--- config.mk ---
export PLATFORM = sky130hd
export DESIGN_NAME = bitmap_glyph_quad_layout
export DESIGN_NICKNAME = d
export VERILOG_FILES = /design/src/rtl/bglq_pkg.sv /design/src/rtl/bglq_div.sv /design/src/rtl/bglq_emit.sv /design/src/rtl/bitmap_glyph_quad_layout.sv
export SDC_FILE = /design/constraint.sdc
export NUM_CORES = 2
export LEC_CHECK = 0
export BUFFER_PORTS_ARGS = -buffer_cell sky130_fd_sc_hd__buf_2
export CAP_MARGIN = 20
export CORE_UTILIZATION = 35
export CTS_CLUSTER_DIAMETER = 150
export DETAILED_ROUTE_END_ITERATION = 12
export GPL_TIMING_DRIVEN = 0
export PLACE_DENSITY_LB_ADDON = 0.2
export SYNTH_ARGS = -nofsm -noshare
export SYNTH_HDL_FRONTEND = slang
export SYNTH_SLANG_ARGS = --single-unit
--- constraint.sdc ---
create_clock -name clock -period 12.6 [get_ports clock]
set_clock_uncertainty 0.2 [all_clocks]
set_input_delay 1.26 -clock clock [delete_from_list [all_inputs] [get_ports clock]]
set_output_delay 1.26 -clock clock [all_outputs]
set_load 0.02 [all_outputs]
--- src/rtl/bglq_pkg.sv ---
// Shared types, widths, codes and helpers for the bitmap glyph quad layout block.
// Used by bglq_div, bglq_emit and bitmap_glyph_quad_layout; depends on nothing.
package bglq_pkg;

   localparam int CURSOR_BITS   = 12;
   localparam int FRAC_BITS     = 8;
   localparam int ATLAS_COLUMNS = 16;
   localparam int ATLAS_BITS    = $clog2(ATLAS_COLUMNS);

   localparam int CODE_BITS = 21;
   localparam int REG_BITS  = 8;
   localparam int X_BITS    = 40;
   localparam int Y_BITS    = 31;
   localparam int U_BITS    = 12;
   localparam int V_BITS    = 26;

   localparam int DIV_BITS    = 2 * REG_BITS + FRAC_BITS;
   localparam int MUL_A_BITS  = DIV_BITS;
   localparam int MUL_B_BITS  = CODE_BITS - ATLAS_BITS;
   localparam int PROD_BITS   = MUL_A_BITS + MUL_B_BITS;
   localparam int SUM_BITS    = ((CURSOR_BITS > REG_BITS) ? CURSOR_BITS : REG_BITS) + 1;

   localparam int REQ_DATA_BITS = ((CODE_BITS + 7) / 8) * 8;
   localparam int RSP_FIELD_BITS = X_BITS + Y_BITS + U_BITS + V_BITS;
   localparam int RSP_DATA_BITS = ((RSP_FIELD_BITS + 7) / 8) * 8;

   localparam int CSR_INDEX_BITS = 3;
   localparam int CSR_DATA_BITS  = 32;

   localparam logic [CURSOR_BITS-1:0] CURSOR_MAX = '1;

   localparam logic [CSR_INDEX_BITS-1:0] REG_GLYPH_WIDTH  = 3'd0;
   localparam logic [CSR_INDEX_BITS-1:0] REG_GLYPH_HEIGHT = 3'd1;
   localparam logic [CSR_INDEX_BITS-1:0] REG_CAP_TOP      = 3'd2;
   localparam logic [CSR_INDEX_BITS-1:0] REG_CHAR_SIZE    = 3'd3;
   localparam logic [CSR_INDEX_BITS-1:0] REG_TAB_SIZE     = 3'd4;
   localparam logic [CSR_INDEX_BITS-1:0] REG_FILL_COLOR   = 3'd5;

   localparam logic [CODE_BITS-1:0] CHAR_TAB     = 21'd9;
   localparam logic [CODE_BITS-1:0] CHAR_NEWLINE = 21'd10;
   localparam logic [CODE_BITS-1:0] CHAR_VTAB    = 21'd11;
   localparam logic [CODE_BITS-1:0] CHAR_RETURN  = 21'd13;
   localparam logic [CODE_BITS-1:0] CHAR_SPACE   = 21'd32;

   typedef enum logic [1:0] {
      CORNER_TL = 2'd0,
      CORNER_TR = 2'd1,
      CORNER_BR = 2'd2,
      CORNER_BL = 2'd3
   } corner_type;

   typedef struct packed {
      logic busy;
      logic done;
   } div_status_type;

   typedef struct packed {
      logic [X_BITS-1:0] x1;
      logic [X_BITS-1:0] x2;
      logic [Y_BITS-1:0] y1;
      logic [Y_BITS-1:0] y2;
      logic [U_BITS-1:0] u1;
      logic [U_BITS-1:0] u2;
      logic [V_BITS-1:0] v1;
      logic [V_BITS-1:0] v2;
   } vertex_set_type;

   function automatic logic [CURSOR_BITS-1:0] sat_add(input logic [CURSOR_BITS-1:0] a,
                                                     input logic [REG_BITS-1:0] b);
      logic [SUM_BITS-1:0] s;
      s = SUM_BITS'(a) + SUM_BITS'(b);
      return (s > SUM_BITS'(CURSOR_MAX)) ? CURSOR_MAX : CURSOR_BITS'(s);
   endfunction

endpackage

--- src/rtl/bglq_div.sv ---
// Serial restoring divider, one quotient bit per cycle, for the glyph scale factors.
// Depends on bglq_pkg.
module bglq_div (
   input  logic                             clock,
   input  logic                             reset,
   input  logic                             start,
   input  logic [bglq_pkg::DIV_BITS-1:0]    dividend,
   input  logic [bglq_pkg::REG_BITS-1:0]    divisor,
   output logic [bglq_pkg::DIV_BITS-1:0]    quotient,
   output bglq_pkg::div_status_type         status
);

   localparam int CNT_BITS = $clog2(bglq_pkg::DIV_BITS + 1);

   logic [bglq_pkg::DIV_BITS-1:0] quo_ff, quo_in;
   logic [bglq_pkg::REG_BITS-1:0] rem_ff, rem_in;
   logic [bglq_pkg::REG_BITS-1:0] dvs_ff, dvs_in;
   logic [CNT_BITS-1:0]           cnt_ff, cnt_in;
   logic                          busy_ff, busy_in;
   logic                          done_ff, done_in;

   logic [bglq_pkg::REG_BITS:0] trial;
   logic [bglq_pkg::REG_BITS:0] diff;
   logic                        ge;

   always_comb begin
      trial = {rem_ff, quo_ff[bglq_pkg::DIV_BITS-1]};
      diff  = trial - {1'b0, dvs_ff};
      ge    = (trial >= {1'b0, dvs_ff});
      quo_in  = quo_ff;
      rem_in  = rem_ff;
      dvs_in  = dvs_ff;
      cnt_in  = cnt_ff;
      busy_in = busy_ff;
      done_in = 1'b0;
      if (start) begin
         quo_in  = dividend;
         rem_in  = '0;
         dvs_in  = divisor;
         cnt_in  = CNT_BITS'(bglq_pkg::DIV_BITS);
         busy_in = 1'b1;
      end else if (busy_ff) begin
         rem_in = ge ? diff[bglq_pkg::REG_BITS-1:0] : trial[bglq_pkg::REG_BITS-1:0];
         quo_in = {quo_ff[bglq_pkg::DIV_BITS-2:0], ge};
         cnt_in = cnt_ff - CNT_BITS'(1);
         if (cnt_ff == CNT_BITS'(1)) begin
            busy_in = 1'b0;
            done_in = 1'b1;
         end
      end
   end

   always_ff @(posedge clock) begin
      quo_ff <= quo_in;
      rem_ff <= rem_in;
      dvs_ff <= dvs_in;
      cnt_ff <= cnt_in;
      if (reset) begin
         busy_ff <= 1'b0;
         done_ff <= 1'b0;
      end else begin
         busy_ff <= busy_in;
         done_ff <= done_in;
      end
   end

   assign quotient    = quo_ff;
   assign status.busy = busy_ff;
   assign status.done = done_ff;

endmodule

--- src/rtl/bglq_emit.sv ---
// Vertex output stage: holds one glyph quad and sends its four corners in order.
// Depends on bglq_pkg.
module bglq_emit (
   input  logic                                 clock,
   input  logic                                 reset,
   input  logic                                 load,
   input  bglq_pkg::vertex_set_type             set,
   output logic                                 busy,
   output logic                                 rsp_tvalid,
   input  logic                                 rsp_tready,
   // screen_x, screen_y, tex_u, tex_v, zero fill
   output logic [bglq_pkg::RSP_DATA_BITS-1:0]   rsp_tdata,
   // corner
   output logic [1:0]                           rsp_tuser,
   output logic                                 rsp_tlast
);

   bglq_pkg::vertex_set_type set_ff, set_in;
   bglq_pkg::corner_type     corner_ff, corner_in;
   logic                     busy_ff, busy_in;

   logic [bglq_pkg::X_BITS-1:0] x;
   logic [bglq_pkg::Y_BITS-1:0] y;
   logic [bglq_pkg::U_BITS-1:0] u;
   logic [bglq_pkg::V_BITS-1:0] v;

   always_comb begin
      set_in    = set_ff;
      corner_in = corner_ff;
      busy_in   = busy_ff;
      if (load) begin
         set_in    = set;
         corner_in = bglq_pkg::CORNER_TL;
         busy_in   = 1'b1;
      end else if (busy_ff && rsp_tready) begin
         unique case (corner_ff)
            bglq_pkg::CORNER_TL: corner_in = bglq_pkg::CORNER_TR;
            bglq_pkg::CORNER_TR: corner_in = bglq_pkg::CORNER_BR;
            bglq_pkg::CORNER_BR: corner_in = bglq_pkg::CORNER_BL;
            bglq_pkg::CORNER_BL: begin
               corner_in = bglq_pkg::CORNER_TL;
               busy_in   = 1'b0;
            end
            default: corner_in = bglq_pkg::CORNER_TL;
         endcase
      end
   end

   always_comb begin
      unique case (corner_ff)
         bglq_pkg::CORNER_TL: begin
            x = set_ff.x1; y = set_ff.y1; u = set_ff.u1; v = set_ff.v1;
         end
         bglq_pkg::CORNER_TR: begin
            x = set_ff.x2; y = set_ff.y1; u = set_ff.u2; v = set_ff.v1;
         end
         bglq_pkg::CORNER_BR: begin
            x = set_ff.x2; y = set_ff.y2; u = set_ff.u2; v = set_ff.v2;
         end
         default: begin
            x = set_ff.x1; y = set_ff.y2; u = set_ff.u1; v = set_ff.v2;
         end
      endcase
   end

   always_ff @(posedge clock) begin
      set_ff <= set_in;
      if (reset) begin
         corner_ff <= bglq_pkg::CORNER_TL;
         busy_ff   <= 1'b0;
      end else begin
         corner_ff <= corner_in;
         busy_ff   <= busy_in;
      end
   end

   assign busy       = busy_ff;
   assign rsp_tvalid = busy_ff;
   assign rsp_tdata  = bglq_pkg::RSP_DATA_BITS'({v, u, y, x});
   assign rsp_tuser  = corner_ff;
   assign rsp_tlast  = (corner_ff == bglq_pkg::CORNER_BL);

endmodule

--- src/rtl/bitmap_glyph_quad_layout.sv ---
// Glyph quad layout: whitespace updates the cursor in its acceptance cycle, one per cycle
// while idle. A glyph runs MUL, DIV, DIV, three MUL steps and a load that waits while the
// emitter is busy; the first vertex is valid in the cycle the block returns to idle and the
// next character is taken with it. Both divisions use the one shared serial divider; no new
// character is taken until the glyph is loaded. Corners leave in order as rsp_tready allows.
// Reset is synchronous: cursor to origin, registers to defaults. Uses bglq_div, bglq_emit.
module bitmap_glyph_quad_layout (
   input  logic                                     clock,
   input  logic                                     reset,
   input  logic                                     req_tvalid,
   output logic                                     req_tready,
   // char_code, zero fill
   input  logic [bglq_pkg::REQ_DATA_BITS-1:0]       req_tdata,
   input  logic                                     req_tlast,
   output logic                                     rsp_tvalid,
   input  logic                                     rsp_tready,
   // screen_x, screen_y, tex_u, tex_v, zero fill
   output logic [bglq_pkg::RSP_DATA_BITS-1:0]       rsp_tdata,
   // corner
   output logic [1:0]                               rsp_tuser,
   output logic                                     rsp_tlast,
   input  logic                                     csr_valid,
   output logic                                     csr_ready,
   input  logic [bglq_pkg::CSR_INDEX_BITS-1:0]      csr_index,
   input  logic [bglq_pkg::CSR_DATA_BITS-1:0]       csr_data
);

   typedef enum logic [3:0] {
      S_IDLE, S_MUL_W, S_DIV_W, S_WAIT_W, S_DIV_C, S_WAIT_C,
      S_MUL_X, S_MUL_V, S_MUL_U, S_LOAD
   } state_type;

   localparam int CB = bglq_pkg::CURSOR_BITS;
   localparam int RB = bglq_pkg::REG_BITS;

   state_type state_ff, state_in;

   logic [RB-1:0] gw_ff, gw_in, gh_ff, gh_in, cap_ff, cap_in, cs_ff, cs_in, tab_ff, tab_in;
   logic [CB-1:0] col_ff, col_in, row_ff, row_in;

   logic [bglq_pkg::CODE_BITS-1:0] code_ff, code_in;
   logic                           last_ff, last_in;
   logic [bglq_pkg::PROD_BITS-1:0] prod_ff, prod_in;
   logic [bglq_pkg::DIV_BITS-1:0]  cellw_ff, cellw_in, capoff_ff, capoff_in;
   logic [bglq_pkg::Y_BITS-1:0]    y0_ff, y0_in;
   logic [bglq_pkg::X_BITS-1:0]    x1_ff, x1_in;
   logic [bglq_pkg::V_BITS-1:0]    v1_ff, v1_in;

   logic [bglq_pkg::MUL_A_BITS-1:0] mul_a;
   logic [bglq_pkg::MUL_B_BITS-1:0] mul_b;

   logic                           div_start;
   logic [bglq_pkg::DIV_BITS-1:0]  div_dividend;
   logic [RB-1:0]                  gh_eff;
   logic [bglq_pkg::DIV_BITS-1:0]  div_quotient;
   bglq_pkg::div_status_type       div_status;

   logic                     emit_load;
   logic                     emit_busy;
   bglq_pkg::vertex_set_type vset;

   logic [bglq_pkg::CODE_BITS-1:0] req_code;
   logic [RB:0]                    cell_rows;
   logic [bglq_pkg::U_BITS-1:0]    u1;
   logic                           req_fire;

   bglq_div u_div (
      .clock    (clock),
      .reset    (reset),
      .start    (div_start),
      .dividend (div_dividend),
      .divisor  (gh_eff),
      .quotient (div_quotient),
      .status   (div_status)
   );

   bglq_emit u_emit (
      .clock      (clock),
      .reset      (reset),
      .load       (emit_load),
      .set        (vset),
      .busy       (emit_busy),
      .rsp_tvalid (rsp_tvalid),
      .rsp_tready (rsp_tready),
      .rsp_tdata  (rsp_tdata),
      .rsp_tuser  (rsp_tuser),
      .rsp_tlast  (rsp_tlast)
   );

   assign req_tready = (state_ff == S_IDLE);
   assign csr_ready  = 1'b1;
   assign req_code   = req_tdata[bglq_pkg::CODE_BITS-1:0];
   assign req_fire   = req_tvalid && req_tready;
   assign gh_eff     = (gh_ff == '0) ? RB'(1) : gh_ff;
   assign cell_rows  = {1'b0, gh_ff} + {1'b0, cap_ff};
   assign div_dividend = {prod_ff[2*RB-1:0], {bglq_pkg::FRAC_BITS{1'b0}}};
   assign u1         = bglq_pkg::U_BITS'(prod_ff);

   always_comb begin
      vset.x1 = x1_ff;
      vset.x2 = x1_ff + bglq_pkg::X_BITS'(cellw_ff);
      vset.y1 = y0_ff - bglq_pkg::Y_BITS'(capoff_ff);
      vset.y2 = y0_ff + (bglq_pkg::Y_BITS'(cs_ff) << bglq_pkg::FRAC_BITS);
      vset.u1 = u1;
      vset.u2 = u1 + bglq_pkg::U_BITS'(gw_ff);
      vset.v1 = v1_ff;
      vset.v2 = v1_ff + bglq_pkg::V_BITS'(cell_rows);
   end

   always_comb begin
      state_in  = state_ff;
      gw_in     = gw_ff;
      gh_in     = gh_ff;
      cap_in    = cap_ff;
      cs_in     = cs_ff;
      tab_in    = tab_ff;
      col_in    = col_ff;
      row_in    = row_ff;
      code_in   = code_ff;
      last_in   = last_ff;
      cellw_in  = cellw_ff;
      capoff_in = capoff_ff;
      y0_in     = y0_ff;
      x1_in     = x1_ff;
      v1_in     = v1_ff;
      mul_a     = '0;
      mul_b     = '0;
      div_start = 1'b0;
      emit_load = 1'b0;

      if (csr_valid) begin
         unique case (csr_index)
            bglq_pkg::REG_GLYPH_WIDTH:  gw_in  = csr_data[RB-1:0];
            bglq_pkg::REG_GLYPH_HEIGHT: gh_in  = csr_data[RB-1:0];
            bglq_pkg::REG_CAP_TOP:      cap_in = csr_data[RB-1:0];
            bglq_pkg::REG_CHAR_SIZE:    cs_in  = csr_data[RB-1:0];
            bglq_pkg::REG_TAB_SIZE:     tab_in = csr_data[RB-1:0];
            // drop: color is applied downstream
            bglq_pkg::REG_FILL_COLOR:   ;
            default: ;
         endcase
      end

      unique case (state_ff)
         S_IDLE: begin
            if (req_fire) begin
               code_in = req_code;
               last_in = req_tlast;
               if (req_code == bglq_pkg::CHAR_NEWLINE) begin
                  col_in = '0;
                  row_in = bglq_pkg::sat_add(row_ff, RB'(1));
               end else if (req_code == bglq_pkg::CHAR_TAB) begin
                  col_in = bglq_pkg::sat_add(col_ff, tab_ff);
               end else if (req_code == bglq_pkg::CHAR_SPACE ||
                            (req_code >= bglq_pkg::CHAR_VTAB &&
                             req_code <= bglq_pkg::CHAR_RETURN)) begin
                  col_in = bglq_pkg::sat_add(col_ff, RB'(1));
               end else begin
                  state_in = S_MUL_W;
               end
               if (req_tlast && !(state_in == S_MUL_W)) begin
                  col_in = '0;
                  row_in = '0;
               end
            end
         end
         S_MUL_W: begin
            mul_a    = bglq_pkg::MUL_A_BITS'(cs_ff);
            mul_b    = bglq_pkg::MUL_B_BITS'(gw_ff);
            state_in = S_DIV_W;
         end
         S_DIV_W: begin
            div_start = 1'b1;
            mul_a     = bglq_pkg::MUL_A_BITS'(cap_ff);
            mul_b     = bglq_pkg::MUL_B_BITS'(cs_ff);
            state_in  = S_WAIT_W;
         end
         S_WAIT_W: begin
            mul_a = bglq_pkg::MUL_A_BITS'(cap_ff);
            mul_b = bglq_pkg::MUL_B_BITS'(cs_ff);
            if (div_status.done) begin
               cellw_in = div_quotient;
               state_in = S_DIV_C;
            end
         end
         S_DIV_C: begin
            div_start = 1'b1;
            mul_a     = bglq_pkg::MUL_A_BITS'(cs_ff);
            mul_b     = bglq_pkg::MUL_B_BITS'(row_ff);
            state_in  = S_WAIT_C;
         end
         S_WAIT_C: begin
            mul_a = bglq_pkg::MUL_A_BITS'(cs_ff);
            mul_b = bglq_pkg::MUL_B_BITS'(row_ff);
            if (div_status.done) begin
               capoff_in = div_quotient;
               y0_in     = bglq_pkg::Y_BITS'(prod_ff) << bglq_pkg::FRAC_BITS;
               state_in  = S_MUL_X;
            end
         end
         S_MUL_X: begin
            mul_a    = cellw_ff;
            mul_b    = bglq_pkg::MUL_B_BITS'(col_ff);
            state_in = S_MUL_V;
         end
         S_MUL_V: begin
            x1_in    = bglq_pkg::X_BITS'(prod_ff);
            mul_a    = bglq_pkg::MUL_A_BITS'(cell_rows);
            mul_b    = code_ff[bglq_pkg::CODE_BITS-1:bglq_pkg::ATLAS_BITS];
            state_in = S_MUL_U;
         end
         S_MUL_U: begin
            v1_in    = bglq_pkg::V_BITS'(prod_ff);
            mul_a    = bglq_pkg::MUL_A_BITS'(gw_ff);
            mul_b    = bglq_pkg::MUL_B_BITS'(code_ff[bglq_pkg::ATLAS_BITS-1:0]);
            state_in = S_LOAD;
         end
         S_LOAD: begin
            mul_a = bglq_pkg::MUL_A_BITS'(gw_ff);
            mul_b = bglq_pkg::MUL_B_BITS'(code_ff[bglq_pkg::ATLAS_BITS-1:0]);
            if (!emit_busy) begin
               emit_load = 1'b1;
               col_in    = bglq_pkg::sat_add(col_ff, RB'(1));
               if (last_ff) begin
                  col_in = '0;
                  row_in = '0;
               end
               state_in = S_IDLE;
            end
         end
         default: state_in = S_IDLE;
      endcase
      prod_in = bglq_pkg::PROD_BITS'(mul_a) * bglq_pkg::PROD_BITS'(mul_b);
   end

   always_ff @(posedge clock) begin
      code_ff   <= code_in;
      last_ff   <= last_in;
      prod_ff   <= prod_in;
      cellw_ff  <= cellw_in;
      capoff_ff <= capoff_in;
      y0_ff     <= y0_in;
      x1_ff     <= x1_in;
      v1_ff     <= v1_in;
      if (reset) begin
         state_ff <= S_IDLE;
         gw_ff    <= RB'(8);
         gh_ff    <= RB'(8);
         cap_ff   <= '0;
         cs_ff    <= RB'(8);
         tab_ff   <= RB'(4);
         col_ff   <= '0;
         row_ff   <= '0;
      end else begin
         state_ff <= state_in;
         gw_ff    <= gw_in;
         gh_ff    <= gh_in;
         cap_ff   <= cap_in;
         cs_ff    <= cs_in;
         tab_ff   <= tab_in;
         col_ff   <= col_in;
         row_ff   <= row_in;
      end
   end

`ifndef SYNTH
   a_div_in_wait: assert property (@(posedge clock) disable iff (reset)
      div_status.busy |-> (state_ff == S_WAIT_W || state_ff == S_WAIT_C))
      else $error("divider busy outside a wait state");

   a_load_free: assert property (@(posedge clock) disable iff (reset)
      emit_load |-> !rsp_tvalid)
      else $error("quad loaded over undelivered vertices");

   a_quad_gap: assert property (@(posedge clock) disable iff (reset)
      (rsp_tvalid && rsp_tready && rsp_tlast) |=> !rsp_tvalid)
      else $error("vertex after quad end without a new load");
`endif

endmodule
==> impl_metrics.csv <==
group,metric,value,unit
floorplan,pin_count,183,
drt,dr.pass1.iters,7,
power,leakage,17.6,nW
timing,fmax,100,MHz
drt,drc_errors,0,
timing,tightest_slew,1.01,ns
timing,hold_viol,0,
clock_tree,holdBufCountCts,0,
clock_tree,clock-sinks,527,
finish,final_util,40.3,%
min_path,hold_path_class,"register to register",
finish,design_area,0.0420,mm2
timing,maxSlewHeadroom,32.0,%
critical_path,end_kind,"register",
critical_path,cp_data_required_time,12.91,ns
floorplan,dieHeight,327,um
critical_path,start_kind,"register",
synth,ys.flop_type,"edfxtp_1",
floorplan,core_area,0.104,mm2
synth,synth_top_family_by_area,"adder cells",
place,dpl_cell_area,0.0400,mm2
synth,synth_compound_area_share,8.72,%
synth,synthSimpleGateAreaFrac,11.9,%
synth,synth.distinct_cells,96,
synth,syn_area,0.0369,mm2
synth,netlist_instances,3456,
finish,multi_input_area,0.0203,mm2
critical_path,r2r.worst_path.cells,30,
timing,fin_crit_sh,79.2,%
floorplan,fp-row-count,118,
finish,area_growth,13.7,%
clock_tree,ctsHtreeMaxLevel,2,
place,place_hpwl,80.0,mm
place,dp_cells,5077,
min_path,hold_end,"x1_ff[35]",
clock_tree,cts_resized,0,
drt,drt_iter0_markers,1625,
floorplan,start_util,35.5,%
power,p_per_area,109,mW/mm2
critical_path,critPathKind,"register to register",
power,ir_drop,0.122,mV
synth,synthXorXnorAreaFrac,4.43,%
global_route,grt_overflow,0,
place,routabilityCongestion,0.921,
floorplan,dieArea,0.107,mm2
synth,synth_async_sr_flop_share,0,%
clock_tree,cts_root_buf,"clkbuf_16",
floorplan,die_x,327,um
clock_tree,post_cts_buffers,0,
critical_path,r2r_slack,2.63,ns
finish,seq_area,0.0145,mm2
drt,totalWireLength,101,mm
synth,syn_avg_cell_area,10.7,um2
critical_path,rr_endpoint,"prod_ff[37]",
synth,ys_warn_count,0,
status,outcome,"completed",
drt,vias_per_cell,4.92,
clock_tree,cts_tree,"built",
timing,final-setup-viol-count,0,
finish,drive_gt1_share,11.5,%
place,numPortBuffers,150,
timing,rsz0062_at_grt,"false",
clock_tree,clkLatencyLatePin,0.64,ns
synth,seq_area_frac_synth,39.2,%
timing,timing.hold.ws,0.203,ns
synth,synthMuxAreaShare,3.63,%
finish,fill_cells,10216,
clock_tree,cts-buffers-inserted,56,
critical_path,worstPathArrival,10.28,ns
drt,postRouteAntennaNets,0,
flow_run,maxCapViolCount,0,
critical_path,critPathMaxStageDelay,0.61,ns
critical_path,reg2reg_from,"state_ff[0]",
drt,num_vias,25493,
drt,routedWlPerCell,19.6,um
timing,fin_crit,9.97,ns
global_route,grtUsageTotal,19.3,%
synth,ys_ff_latch,527,
finish,layoutNonFillerInstCount,5185,
global_route,grt_max_degree,38,
synth,synth_fa_ha_area_share,25.3,%
clock_tree,cts_max_path_buffers,3,
finish,nNetsFinal,4367,
synth,synth_edf_count,393,
global_route,grt_pass1_vias,25966,
critical_path,slowest_stage,"fa_1",
min_path,hold_start,"prod_ff[35]",
clock_tree,clk_pin_slew,0.06,ns
global_route,grt_pass1_wl,157,mm
timing,slew_viol_final,0,
global_route,antenna_found_initial,7,
min_path,hold_depth,0,
critical_path,path_max_fanout,10,
-- registers in the layout, indices dropped and copies added (netlist names), 2 cells and up --
register,cells
col_ff,12
row_ff,12
gh_ff,8
y0_ff,23
u_div.cnt_ff,5
cs_ff,8
u_div.quotient,24
code_ff,21
u_div.rem_ff,8
u_emit.rsp_tuser,2
x1_ff,40
cellw_ff,24
u_div.dvs_ff,8
capoff_ff,24
tab_ff,8
state_ff,4
u_emit.set_ff,210
prod_ff,40
cap_ff,8
gw_ff,8
v1_ff,26
-- worst max-delay path by stage --
stage                start     endpoint  cells after the start
2_1_floorplan  state_ff[1]    col_ff[5]                      8
3_3_place_gp   state_ff[1]    col_ff[5]                      8
3_5_place_dp   state_ff[0]  prod_ff[37]                     30
4_1_cts        state_ff[0]  prod_ff[37]                     30
5_1_grt        state_ff[0]  prod_ff[37]                     30
6_report       state_ff[0]  prod_ff[37]                     30
-- stage by stage --
step	setup TNS (ns)	power (mW)	setup WS [ns]
2_1_floorplan	0	2.66	1.11
3_3_place_gp	-675.79	2.83	-3.97
3_5_place_dp	0	2.83	2.68
4_1_cts	0	4.62	2.64
5_1_grt	0	4.83	2.17
6_report	0	4.59	2.63
-- cells by family after synthesis --
logic type / count (synthesis)
buf+inv: 650
compound gates: 478
xor+xnor: 186
mux: 121
flops: 527
fa+ha+maj: 546
other cells: 2
simple gates: 946
-- Yosys cell counts (all sizes together), types with 7 or more instances --
master,n,share of area (%)
a21o,47,0.96
nor3b,7,0.16
o211ai,14,0.30
inv,510,5.2
clkbuf,110,1.1
xnor2,123,2.9
and2,54,0.92
a22oi,21,0.43
a31oi,16,0.27
nand4,13,0.22
a31o,12,0.28
edfxtp,393,32
nand2b,25,0.42
nor3,21,0.32
xor2,63,1.5
nand3,80,1.1
buf,30,0.45
o21a,14,0.28
a222oi,7,0.19
nand3b,8,0.16
o21ai,72,1.0
nor2b,41,0.73
a21oi,160,2.2
ha,211,7.1
and3,41,0.70
o21bai,23,0.48
nor4,11,0.23
fa,335,18
nor2,124,1.3
a211oi,24,0.51
nand2,487,4.9
mux2i,18,0.49
dfxtp,134,7.3
a21boi,9,0.18
mux2,103,3.1
-- per-layer routing --
metal	track usage, %	wire (um)
met5	0	8
met3	2.48	4740
met1	25.6	44700
met2	32.6	49100
met4	5.82	2850
-- power by group --
group	leakage, nW	switching [mW]	total (mW)	internal, mW
registers	4.62	0.0509	2.00	1.94
clock network	0.960	0.711	1.77	1.06
logic	12.0	0.470	0.824	0.353
total	17.6	1.23	4.59	3.36
-- critical path, delay by kind of cell (launching register included) --
kind | cells | cell delay (ns)
adders and majority gates | 7 | 3.55
xor gates and xnor gates | 1 | 0.08
AOI/OAI and AO/OA | 8 | 2.27
DFF | 1 | 0.32
buffers and inverters | 9 | 1.96
and+or+nand+nor | 5 | 1.48
-- cell type report --
cell class                      count  area share [%]
Multi-Input combinational cell   2355            48.3
Antenna cell                        4          0.0238
Buffer                            140            1.38
Inverter                          510            4.56
Tap cell                         1380            4.11
Sequential cell                   527            34.5
Clock buffer                       68            3.59
Clock inverter                     35            1.11
Timing Repair Buffer              166            2.47
-- cells in the final DEF (no fill, tap or decap), types with 8 or more instances in the layout --
| cell type | instances |
|---|---|
| a31oi_1 | 16 |
| conb_1 | 78 |
| buf_2 | 167 |
| mux2i_1 | 18 |
| inv_1 | 510 |
| nand4_1 | 13 |
| edfxtp_1 | 393 |
| nor3_1 | 20 |
| dfxtp_1 | 134 |
| nor2b_1 | 38 |
| clkbuf_1 | 116 |
| clkinv_2 | 9 |
| o211ai_1 | 13 |
| clkbuf_16 | 57 |
| mux2_2 | 103 |
| a211oi_1 | 20 |
| nand2_1 | 487 |
| bufinv_16 | 10 |
| nand2b_1 | 25 |
| o21a_1 | 14 |
| and3_1 | 39 |
| a31o_2 | 11 |
| o21bai_1 | 22 |
| a21o_1 | 47 |
| a21oi_1 | 155 |
| nand3b_1 | 8 |
| xnor2_1 | 122 |
| fa_1 | 335 |
| nor2_1 | 122 |
| ha_1 | 211 |
| buf_12 | 9 |
| o21ai_0 | 62 |
| a22oi_1 | 21 |
| nand3_1 | 79 |
| xor2_1 | 63 |
| nor4_1 | 10 |
| and2_1 | 52 |
(Power assumes the default switching activity.)
